### config.mk
export PLATFORM = sky130hd
export DESIGN_NAME = period_timer_with_prescale
export DESIGN_NICKNAME = d
export VERILOG_FILES = /design/src/rtl/core/ptp_pkg.sv /design/src/rtl/core/ptp_front.sv /design/src/rtl/core/ptp_queue.sv /design/src/rtl/core/ptp_back.sv /design/src/rtl/core/period_timer_with_prescale.sv
export SDC_FILE = /design/constraint.sdc
export NUM_CORES = 1
export LEC_CHECK = 0
export ABC_CLOCK_PERIOD_IN_PS = 10100
export BUFFER_PORTS_ARGS = -buffer_cell sky130_fd_sc_hd__buf_2
export CAP_MARGIN = 20
export CORE_MARGIN = 3
export CORE_UTILIZATION = 65
export CTS_CLUSTER_DIAMETER = 100
export DETAILED_ROUTE_END_ITERATION = 10
export PLACE_DENSITY = 0.95
export SLEW_MARGIN = 20
export SYNTH_ARGS = -nofsm -noshare
export SYNTH_HDL_FRONTEND = slang
export SYNTH_HIERARCHICAL = 1
export SYNTH_SLANG_ARGS = --single-unit
### constraint.sdc
create_clock -name clk_i -period 10.1 [get_ports clk_i]
set_input_delay 0 -clock clk_i [delete_from_list [all_inputs] [get_ports clk_i]]
set_output_delay 0 -clock clk_i [all_outputs]
set_load 0.03 [all_outputs]
### src/rtl/core/ptp_pkg.sv
// Package for the period timer: item codes, decoded command, queue status.
// No dependencies; used by every module of the block.
`timescale 1ns / 1ps
`default_nettype none

package ptp_pkg;

  localparam int unsigned PRESCALE_DIV_DEF = 8;
  localparam int unsigned DATA_W = 32;
  localparam int unsigned QUEUE_DEPTH = 2;
  localparam int unsigned QPTR_W = (QUEUE_DEPTH > 1) ? $clog2(QUEUE_DEPTH) : 1;
  localparam int unsigned QCNT_W = $clog2(QUEUE_DEPTH + 1);

  localparam int unsigned HLD_IDX = 7;
  localparam int unsigned GO_IDX = 6;

  typedef enum logic [1:0] {
    ACT_TICK  = 2'd0,
    ACT_READ  = 2'd1,
    ACT_WRITE = 2'd2
  } action_e;

  typedef enum logic [1:0] {
    SEL_CTRL   = 2'd0,
    SEL_PERIOD = 2'd1,
    SEL_COUNT  = 2'd2
  } reg_sel_e;

  typedef enum logic [1:0] {
    CMD_NOP,
    CMD_TICK,
    CMD_READ,
    CMD_WRITE
  } cmd_kind_e;

  typedef enum logic [1:0] {
    REG_NONE,
    REG_CTRL,
    REG_PERIOD,
    REG_COUNT
  } reg_id_e;

  typedef struct packed {
    cmd_kind_e          kind;
    reg_id_e            target;
    logic [DATA_W-1:0]  data;
  } cmd_t;

  typedef struct packed {
    logic              full;
    logic              empty;
    logic [QCNT_W-1:0] count;
  } queue_status_t;

endpackage

`default_nettype wire

### src/rtl/core/ptp_front.sv
// Front end of the period timer: classifies each input beat into a command.
// Depends on ptp_pkg.
`timescale 1ns / 1ps
`default_nettype none

module ptp_front (
  input  wire logic [1:0]                  action_i,
  input  wire logic [1:0]                  reg_select_i,
  input  wire logic [ptp_pkg::DATA_W-1:0]  write_data_i,
  output ptp_pkg::cmd_t                    cmd_o
);

  ptp_pkg::reg_id_e target;

  always_comb begin
    unique case (reg_select_i)
      ptp_pkg::SEL_CTRL:   target = ptp_pkg::REG_CTRL;
      ptp_pkg::SEL_PERIOD: target = ptp_pkg::REG_PERIOD;
      ptp_pkg::SEL_COUNT:  target = ptp_pkg::REG_COUNT;
      default:             target = ptp_pkg::REG_NONE;
    endcase
  end

  always_comb begin
    cmd_o.data   = write_data_i;
    cmd_o.target = target;
    unique case (action_i)
      ptp_pkg::ACT_TICK:  cmd_o.kind = ptp_pkg::CMD_TICK;
      ptp_pkg::ACT_READ:  cmd_o.kind = ptp_pkg::CMD_READ;
      ptp_pkg::ACT_WRITE: cmd_o.kind = ptp_pkg::CMD_WRITE;
      default:            cmd_o.kind = ptp_pkg::CMD_NOP;
    endcase
  end

endmodule

`default_nettype wire

### src/rtl/core/ptp_queue.sv
// Short command queue between the front and back of the period timer.
// Depends on ptp_pkg.
`timescale 1ns / 1ps
`default_nettype none

module ptp_queue (
  input  wire logic              clk_i,
  input  wire logic              rst_ni,
  input  wire logic              push_i,
  input  wire ptp_pkg::cmd_t     push_cmd_i,
  input  wire logic              pop_i,
  output ptp_pkg::cmd_t          pop_cmd_o,
  output ptp_pkg::queue_status_t status_o
);

  ptp_pkg::cmd_t                  mem_q [ptp_pkg::QUEUE_DEPTH];
  logic [ptp_pkg::QPTR_W-1:0]     wr_ptr_q, wr_ptr_d;
  logic [ptp_pkg::QPTR_W-1:0]     rd_ptr_q, rd_ptr_d;
  logic [ptp_pkg::QCNT_W-1:0]     cnt_q, cnt_d;
  logic                           do_push, do_pop;

  function automatic logic [ptp_pkg::QPTR_W-1:0] ptr_next(
    input logic [ptp_pkg::QPTR_W-1:0] p
  );
    if (p == ptp_pkg::QPTR_W'(ptp_pkg::QUEUE_DEPTH - 1)) begin
      return '0;
    end
    return p + ptp_pkg::QPTR_W'(1);
  endfunction

  assign do_push = push_i && !status_o.full;
  assign do_pop  = pop_i && !status_o.empty;

  assign status_o.full  = (cnt_q == ptp_pkg::QCNT_W'(ptp_pkg::QUEUE_DEPTH));
  assign status_o.empty = (cnt_q == '0);
  assign status_o.count = cnt_q;
  assign pop_cmd_o      = mem_q[rd_ptr_q];

  always_comb begin
    wr_ptr_d = do_push ? ptr_next(wr_ptr_q) : wr_ptr_q;
    rd_ptr_d = do_pop ? ptr_next(rd_ptr_q) : rd_ptr_q;
    cnt_d    = cnt_q;
    if (do_push && !do_pop) begin
      cnt_d = cnt_q + ptp_pkg::QCNT_W'(1);
    end else if (do_pop && !do_push) begin
      cnt_d = cnt_q - ptp_pkg::QCNT_W'(1);
    end
  end

  always_ff @(posedge clk_i or negedge rst_ni) begin
    if (!rst_ni) begin
      wr_ptr_q <= '0;
      rd_ptr_q <= '0;
      cnt_q    <= '0;
    end else begin
      wr_ptr_q <= wr_ptr_d;
      rd_ptr_q <= rd_ptr_d;
      cnt_q    <= cnt_d;
    end
  end

  always_ff @(posedge clk_i) begin
    if (do_push) begin
      mem_q[wr_ptr_q] <= push_cmd_i;
    end
  end

endmodule

`default_nettype wire

### src/rtl/core/ptp_back.sv
// Back end of the period timer: register file, prescaler, counter, result register.
// Depends on ptp_pkg.
`timescale 1ns / 1ps
`default_nettype none

module ptp_back #(
  parameter int unsigned PRESCALE_DIV = ptp_pkg::PRESCALE_DIV_DEF
) (
  input  wire logic                        clk_i,
  input  wire logic                        rst_ni,
  input  wire logic                        cmd_valid_i,
  input  wire ptp_pkg::cmd_t               cmd_i,
  output logic                             cmd_pop_o,
  output logic                             out_valid_o,
  input  wire logic                        out_ready_i,
  output logic [ptp_pkg::DATA_W-1:0]       read_data_o,
  output logic                             period_event_o
);

  localparam int unsigned PW = $clog2(PRESCALE_DIV + 1);
  localparam logic [PW-1:0] PreDiv = PW'(PRESCALE_DIV);

  logic [ptp_pkg::DATA_W-1:0] ctrl_q, ctrl_d;
  logic [ptp_pkg::DATA_W-1:0] period_q, period_d;
  logic [ptp_pkg::DATA_W-1:0] count_q, count_d;
  logic [PW-1:0]              pre_q, pre_d;
  logic                       restart_q, restart_d;
  logic                       out_valid_q;
  logic [ptp_pkg::DATA_W-1:0] rdata_q, rdata_d;
  logic                       event_q, event_d;

  logic [ptp_pkg::DATA_W-1:0] cnt_base, cnt_inc;
  logic [PW-1:0]              pre_base, pre_inc;

  assign cmd_pop_o      = cmd_valid_i && (!out_valid_q || out_ready_i);
  assign out_valid_o    = out_valid_q;
  assign read_data_o    = rdata_q;
  assign period_event_o = event_q;

  assign cnt_base = restart_q ? '0 : count_q;
  assign pre_base = restart_q ? '0 : pre_q;
  assign cnt_inc  = cnt_base + ptp_pkg::DATA_W'(1);
  assign pre_inc  = pre_base + PW'(1);

  always_comb begin
    ctrl_d    = ctrl_q;
    period_d  = period_q;
    count_d   = count_q;
    pre_d     = pre_q;
    restart_d = restart_q;
    rdata_d   = '0;
    event_d   = 1'b0;
    unique case (cmd_i.kind)
      ptp_pkg::CMD_TICK: begin
        if (ctrl_q[ptp_pkg::HLD_IDX]) begin
          restart_d = ctrl_q[ptp_pkg::GO_IDX];
          ctrl_d[ptp_pkg::GO_IDX] = 1'b0;
          if (pre_inc >= PreDiv) begin
            pre_d = '0;
            if (cnt_inc == period_q) begin
              count_d = '0;
              event_d = 1'b1;
            end else begin
              count_d = cnt_inc;
            end
          end else begin
            pre_d   = pre_inc;
            count_d = cnt_base;
          end
        end
      end
      ptp_pkg::CMD_READ: begin
        unique case (cmd_i.target)
          ptp_pkg::REG_CTRL:   rdata_d = ctrl_q;
          ptp_pkg::REG_PERIOD: rdata_d = period_q;
          ptp_pkg::REG_COUNT:  rdata_d = count_q;
          default:             rdata_d = '0;
        endcase
      end
      ptp_pkg::CMD_WRITE: begin
        unique case (cmd_i.target)
          ptp_pkg::REG_CTRL:   ctrl_d   = cmd_i.data;
          ptp_pkg::REG_PERIOD: period_d = cmd_i.data;
          ptp_pkg::REG_COUNT:  count_d  = cmd_i.data;
          default:             ;
        endcase
      end
      default: ;
    endcase
  end

  always_ff @(posedge clk_i or negedge rst_ni) begin
    if (!rst_ni) begin
      ctrl_q      <= '0;
      period_q    <= '0;
      count_q     <= '0;
      pre_q       <= '0;
      restart_q   <= 1'b0;
      out_valid_q <= 1'b0;
    end else begin
      if (cmd_pop_o) begin
        ctrl_q    <= ctrl_d;
        period_q  <= period_d;
        count_q   <= count_d;
        pre_q     <= pre_d;
        restart_q <= restart_d;
      end
      if (cmd_pop_o) begin
        out_valid_q <= 1'b1;
      end else if (out_ready_i) begin
        out_valid_q <= 1'b0;
      end
    end
  end

  always_ff @(posedge clk_i) begin
    if (cmd_pop_o) begin
      rdata_q <= rdata_d;
      event_q <= event_d;
    end
  end

endmodule

`default_nettype wire

### src/rtl/core/period_timer_with_prescale.sv
// Top level of the period timer: front decode, command queue, back execution.
// Depends on ptp_pkg, ptp_front, ptp_queue and ptp_back.
`timescale 1ns / 1ps
`default_nettype none

// Memory-mapped 32-bit period timer. Each input beat is a tick, a register
// read, a register write or a no-op; each gives exactly one result beat.
// A beat is decoded at the input, held in a two-entry command queue, and
// executed by the back end, whose result register is the output stage; one
// beat per clock is sustained while out_ready_i is high. Ticks count only
// while control bit 7 is set; bit 6 clears itself on the next enabled tick,
// and count and prescaler restart from zero on the enabled tick after that.
// The count advances every PRESCALE_DIV enabled ticks and wraps to zero with
// period_event_o when it reaches the period register.
module period_timer_with_prescale #(
  parameter int unsigned PRESCALE_DIV = ptp_pkg::PRESCALE_DIV_DEF
) (
  input  wire logic                        clk_i,
  input  wire logic                        rst_ni,
  input  wire logic                        in_valid_i,
  output logic                             in_ready_o,
  input  wire logic [1:0]                  action_i,
  input  wire logic [1:0]                  reg_select_i,
  input  wire logic [ptp_pkg::DATA_W-1:0]  write_data_i,
  output logic                             out_valid_o,
  input  wire logic                        out_ready_i,
  output logic [ptp_pkg::DATA_W-1:0]       read_data_o,
  output logic                             period_event_o
);

  ptp_pkg::cmd_t          front_cmd;
  ptp_pkg::cmd_t          queue_cmd;
  ptp_pkg::queue_status_t queue_status;
  logic                   queue_pop;

  assign in_ready_o = !queue_status.full;

  ptp_front u_front (
    .action_i     (action_i),
    .reg_select_i (reg_select_i),
    .write_data_i (write_data_i),
    .cmd_o        (front_cmd)
  );

  ptp_queue u_queue (
    .clk_i      (clk_i),
    .rst_ni     (rst_ni),
    .push_i     (in_valid_i),
    .push_cmd_i (front_cmd),
    .pop_i      (queue_pop),
    .pop_cmd_o  (queue_cmd),
    .status_o   (queue_status)
  );

  ptp_back #(
    .PRESCALE_DIV (PRESCALE_DIV)
  ) u_back (
    .clk_i          (clk_i),
    .rst_ni         (rst_ni),
    .cmd_valid_i    (!queue_status.empty),
    .cmd_i          (queue_cmd),
    .cmd_pop_o      (queue_pop),
    .out_valid_o    (out_valid_o),
    .out_ready_i    (out_ready_i),
    .read_data_o    (read_data_o),
    .period_event_o (period_event_o)
  );

`ifndef NO_ASSERTIONS
  a_event_no_data: assert property (@(posedge clk_i) disable iff (!rst_ni)
    out_valid_o && period_event_o |-> read_data_o == '0)
    else $error("event beat carries read data");

  a_queue_bound: assert property (@(posedge clk_i) disable iff (!rst_ni)
    queue_status.count <= ptp_pkg::QCNT_W'(ptp_pkg::QUEUE_DEPTH))
    else $error("command queue over depth");

  a_no_pop_empty: assert property (@(posedge clk_i) disable iff (!rst_ni)
    queue_status.empty |-> !queue_pop)
    else $error("pop from empty command queue");

  a_push_counts: assert property (@(posedge clk_i) disable iff (!rst_ni)
    in_valid_i && in_ready_o && !queue_pop |=> !queue_status.empty)
    else $error("accepted beat lost before the back end");
`endif

endmodule

`default_nettype wire

==> run_results.csv <==
group,metric,value,unit
power,power.density,315,nW/um^2
power,irDropWorstVdd,273,uV
global_routing,first_global_vias,9584,
power,power_leakage,0.00517,uW
setup_path,endpoint_kind,"flip-flop",
synthesis,yosysMostFrequentCell,"dfrtp_1",
place,place_congestion,1.10,
global_routing,met1_usage,45.1,%
floorplanning,fp.dieH,141,um
drt,vias,9361,
layout,synthToLayoutAreaGrowth,11.0,%
drt,vias_per_cell,6.93,
drt,drc,0,
synthesis,yosysWarnings,6,
global_routing,met2_usage,56.5,%
sta,fin_crit,4.89,ns
floorplanning,coreArea,17500,sq um
power,p_sw,1700,uW
sta,clock.fmax,205,MHz
global_routing,grt_pass1_wl,53.3,mm
layout,drive_gt1_share,23.9,%
setup_path,r2r_end,"u_back/count_q[3]",
sta,slew_viol_final,0,
clock_tree,hold_buffers,39,
clock_tree,cts_max_path_buffers,3,
global_routing,grt.overflow.total,0,
synthesis,syn-num-nets,1111,
synthesis,ys_seq_elements,211,
place,dp_hpwl,21.8,mm
sta,fin_skew,0.0141,ns
clock_tree,htreeDepth,1,
status,status,"finished clean",
sta,tns,0,ns
setup_path,arrival,5.28,ns
sta,worst_pin_slew,1.11,ns
synthesis,ys_types,78,
power,switching_share,41.3,%
synthesis,ys_async_sr_fraction,50.2,%
drt,first_pass_iters,9,
floorplanning,initial_core_util,67.2,%
sta,maxSlewHeadroom,25.9,%
synthesis,synth_area_leader_cell,"edfxtp_1",
setup_path,r2r_start,"u_back/restart_q",
synthesis,syn-cell-area,11800,sq um
synthesis,synth_area_leaders,"edfxtp_1, dfrtp_1, mux2_2",
power,pwr-share-seq,38.0,%
sta,setup_violations,0,
run,max_cap_viol_count,0,
synthesis,synth-seq-area-share,49.3,%
drt,drt_iter0_markers,1106,
synthesis,synthFlopType,"dfrtp_1",
drt,post_drt_wl_per_cell,25.4,um
power,p_clk_share,19.6,%
global_routing,use_met3,6.14,%
sta,finalHoldViolCount,0,
global_routing,busiest_layer,"met2",
setup_path,worstSetupStartpointType,"flip-flop",
drt,drt-total-wl,34.3,mm
drt,antenna_left,0,
synthesis,synth_commonest_cells,"dfrtp_1, edfxtp_1, mux2_2",
clock_tree,cts_tree,"built",
clock_tree,clk_pin_slew,0.07,ns
layout,final_core_util,74.5,%
floorplanning,dieArea,19800,sq um
sta,rsz0062_at_grt,"false",
layout,nets,1158,
setup_path,reg2reg_depth,12,
hold_path,hp-class,"input pin to asynchronous set/reset pin",
setup_path,endpoint,"u_back/count_q[3]",
setup_path,crit_path_start,"u_back/restart_q",
floorplanning,die_x,141,um
sta,fin_crit_sh,48.4,%
place,io_buffers,74,
setup_path,worstSetupPathType,"flip-flop to flip-flop",
clock_tree,numCtsBuffers,22,
power,p_comb_share,42.4,%
synthesis,syn_inst,1063,
synthesis,yosysTopAreaCellShare,26.8,%
floorplanning,fp-row-count,48,
clock_tree,cts_root_buf,"clkbuf_16",
setup_path,worstPathRequired,10.49,ns
floorplanning,ios,75,
power,internal_power,2420,uW
clock_tree,post_cts_buffers,0,
clock_tree,clock-sinks,211,
global_routing,antenna_found_initial,0,
setup_path,critPathMaxFanout,66,
synthesis,syn_area_per_cell,11.1,sq um
layout,fillCellCount,1135,
clock_tree,cts-resized-gates,0,
synthesis,synth_edf_count,105,
global_routing,grt_max_degree,71,
layout,diodes,0,
clock_tree,clk_latency,0.52,ns
setup_path,rrSetupSlack,5.21,ns
global_routing,grt_use_total,34.3,%
==> power groups by stage <==
stage	Clock [uW]	Sequential [uW]	Combinational, uW
2_1_floorplan	0	1510	1240
3_3_place_gp	0	1540	1600
3_5_place_dp	0	1560	1650
4_1_cts	793	1540	1690
5_1_grt	843	1590	1850
6_report	805	1570	1750
==> per-stage QoR <==
stage / power (uW) / worst slack [ns] / cells / hold WS, ns / instance area (sq um)
2_1_floorplan: 2760 / 5.75 / 1063 / -0.296 / 11800
3_3_place_gp: 3140 / 5.38 / 1270 / -0.0203 / 12000
3_5_place_dp: 3210 / 5.47 / 1271 / -0.00403 / 12000
4_1_cts: 4030 / 5.35 / 1350 / 0.0291 / 13000
5_1_grt: 4290 / 4.95 / 1351 / 0.0568 / 13100
6_report: 4120 / 5.21 / 1351 / 0.0168 / 13100
==> worst max-delay path, stage by stage (launching register included) <==
cell and delay [ns]:
dfrtp_1 0.36, buf_4 0.33, nor2b_1 0.31, ha_1 0.37, nand4_1 0.55, nor2_1 0.49
a311oi_1 0.17, a2111oi_0 0.57, nand4_1 0.35, o21a_1 0.54, nand2_1 0.36, nor3_1 0.08
a221o_1 0.27
==> registers in the layout, summed over array words and instances (netlist names) <==
register	count
u_back/count_q	32
u_back/ctrl_q	32
u_back/out_valid_o	1
u_back/period_event_o	1
u_back/period_q	32
u_back/pre_q	4
u_back/read_data_o	32
u_back/restart_q	1
u_queue/cnt_q	2
u_queue/mem_q	72
u_queue/rd_ptr_q	1
u_queue/wr_ptr_q	1
==> logic make-up after synthesis <==
| logic type | count (synthesis) | share of synthesized area (%) |
|---|---|---|
| AND/OR/NAND/NOR | 351 | 16.1 |
| multiplexers | 133 | 13.6 |
| flip-flops | 211 | 49.3 |
| AO/OA/AOI/OAI | 185 | 10.4 |
| XOR/XNOR | 53 | 4.13 |
| buffers and inverters | 122 | 5.59 |
| adder cells (fa/ha/maj) | 8 | 0.850 |
==> metal layers <==
layer  up-vias  part of all wire (%)  wire [um]
met1      4561                    37      12600
met4         0                   4.4       1510
met3       148                    11       3680
met2       670                    48      16500
li1       3982                     -          -
met5         -                     0          0
==> cell type report <==
cell class,instances,area [sq um],share of cell area (%)
Sequential cell,211,5810,44.4
Multi-Input combinational cell,730,5330,40.8
Timing Repair Buffer,127,885,6.77
Clock buffer,32,629,4.82
Tap cell,225,282,2.15
Inverter,18,67.6,0.517
Clock inverter,8,65.1,0.498
==> worst min-delay path by stage <==
| stage | from | to | slack, ns | depth (start not counted) |
|---|---|---|---|---|
| after global routing | rst_ni | u_queue/wr_ptr_q | 0.06 | 2 |
| after floorplan | rst_ni | u_back/count_q[0] | -0.30 | 0 |
| after detailed placement | rst_ni | u_queue/wr_ptr_q | -0.004 | 1 |
| after CTS | rst_ni | u_queue/wr_ptr_q | 0.03 | 2 |
| final | rst_ni | u_back/period_q[22] | 0.02 | 2 |
| after global placement | rst_ni | u_queue/wr_ptr_q | -0.02 | 1 |
==> cell usage in the layout, fill, tap and decap left out, types with 5 or more instances in the layout <==
| cell | Yosys | routed |
|---|---|---|
| mux2_2 | 101 | 101 |
| nor3_1 | 25 | 25 |
| a21o_1 | 6 | 6 |
| clkbuf_16 | 0 | 23 |
| a211oi_1 | 7 | 7 |
| nand2b_1 | 14 | 14 |
| nor2b_1 | 25 | 24 |
| a21oi_1 | 26 | 26 |
| xor2_1 | 15 | 15 |
| inv_1 | 18 | 18 |
| and2_1 | 6 | 5 |
| ha_1 | 8 | 8 |
| nand3_1 | 36 | 36 |
| a22oi_1 | 37 | 37 |
| o31ai_1 | 7 | 7 |
| nand4_1 | 20 | 20 |
| o21ai_1 | 6 | 6 |
| o21ai_0 | 50 | 50 |
| a311oi_1 | 7 | 7 |
| dlygate4sd3_1 | 0 | 39 |
| dfrtp_1 | 106 | 105 |
| or4_1 | 5 | 5 |
| or3_1 | 12 | 12 |
| clkbuf_1 | 47 | 7 |
| nand4b_1 | 6 | 6 |
| and3b_1 | 6 | 6 |
| nor2_1 | 72 | 70 |
| nand2_1 | 72 | 72 |
| buf_2 | 9 | 73 |
| a31oi_1 | 5 | 5 |
| xnor2_1 | 36 | 36 |
| and3_1 | 9 | 8 |
| nor4_1 | 12 | 12 |
| buf_4 | 33 | 13 |
| mux2_4 | 29 | 29 |
| clkinv_2 | 0 | 5 |
| nand3b_1 | 7 | 7 |
| edfxtp_1 | 105 | 105 |
(Power assumes the default switching activity.)
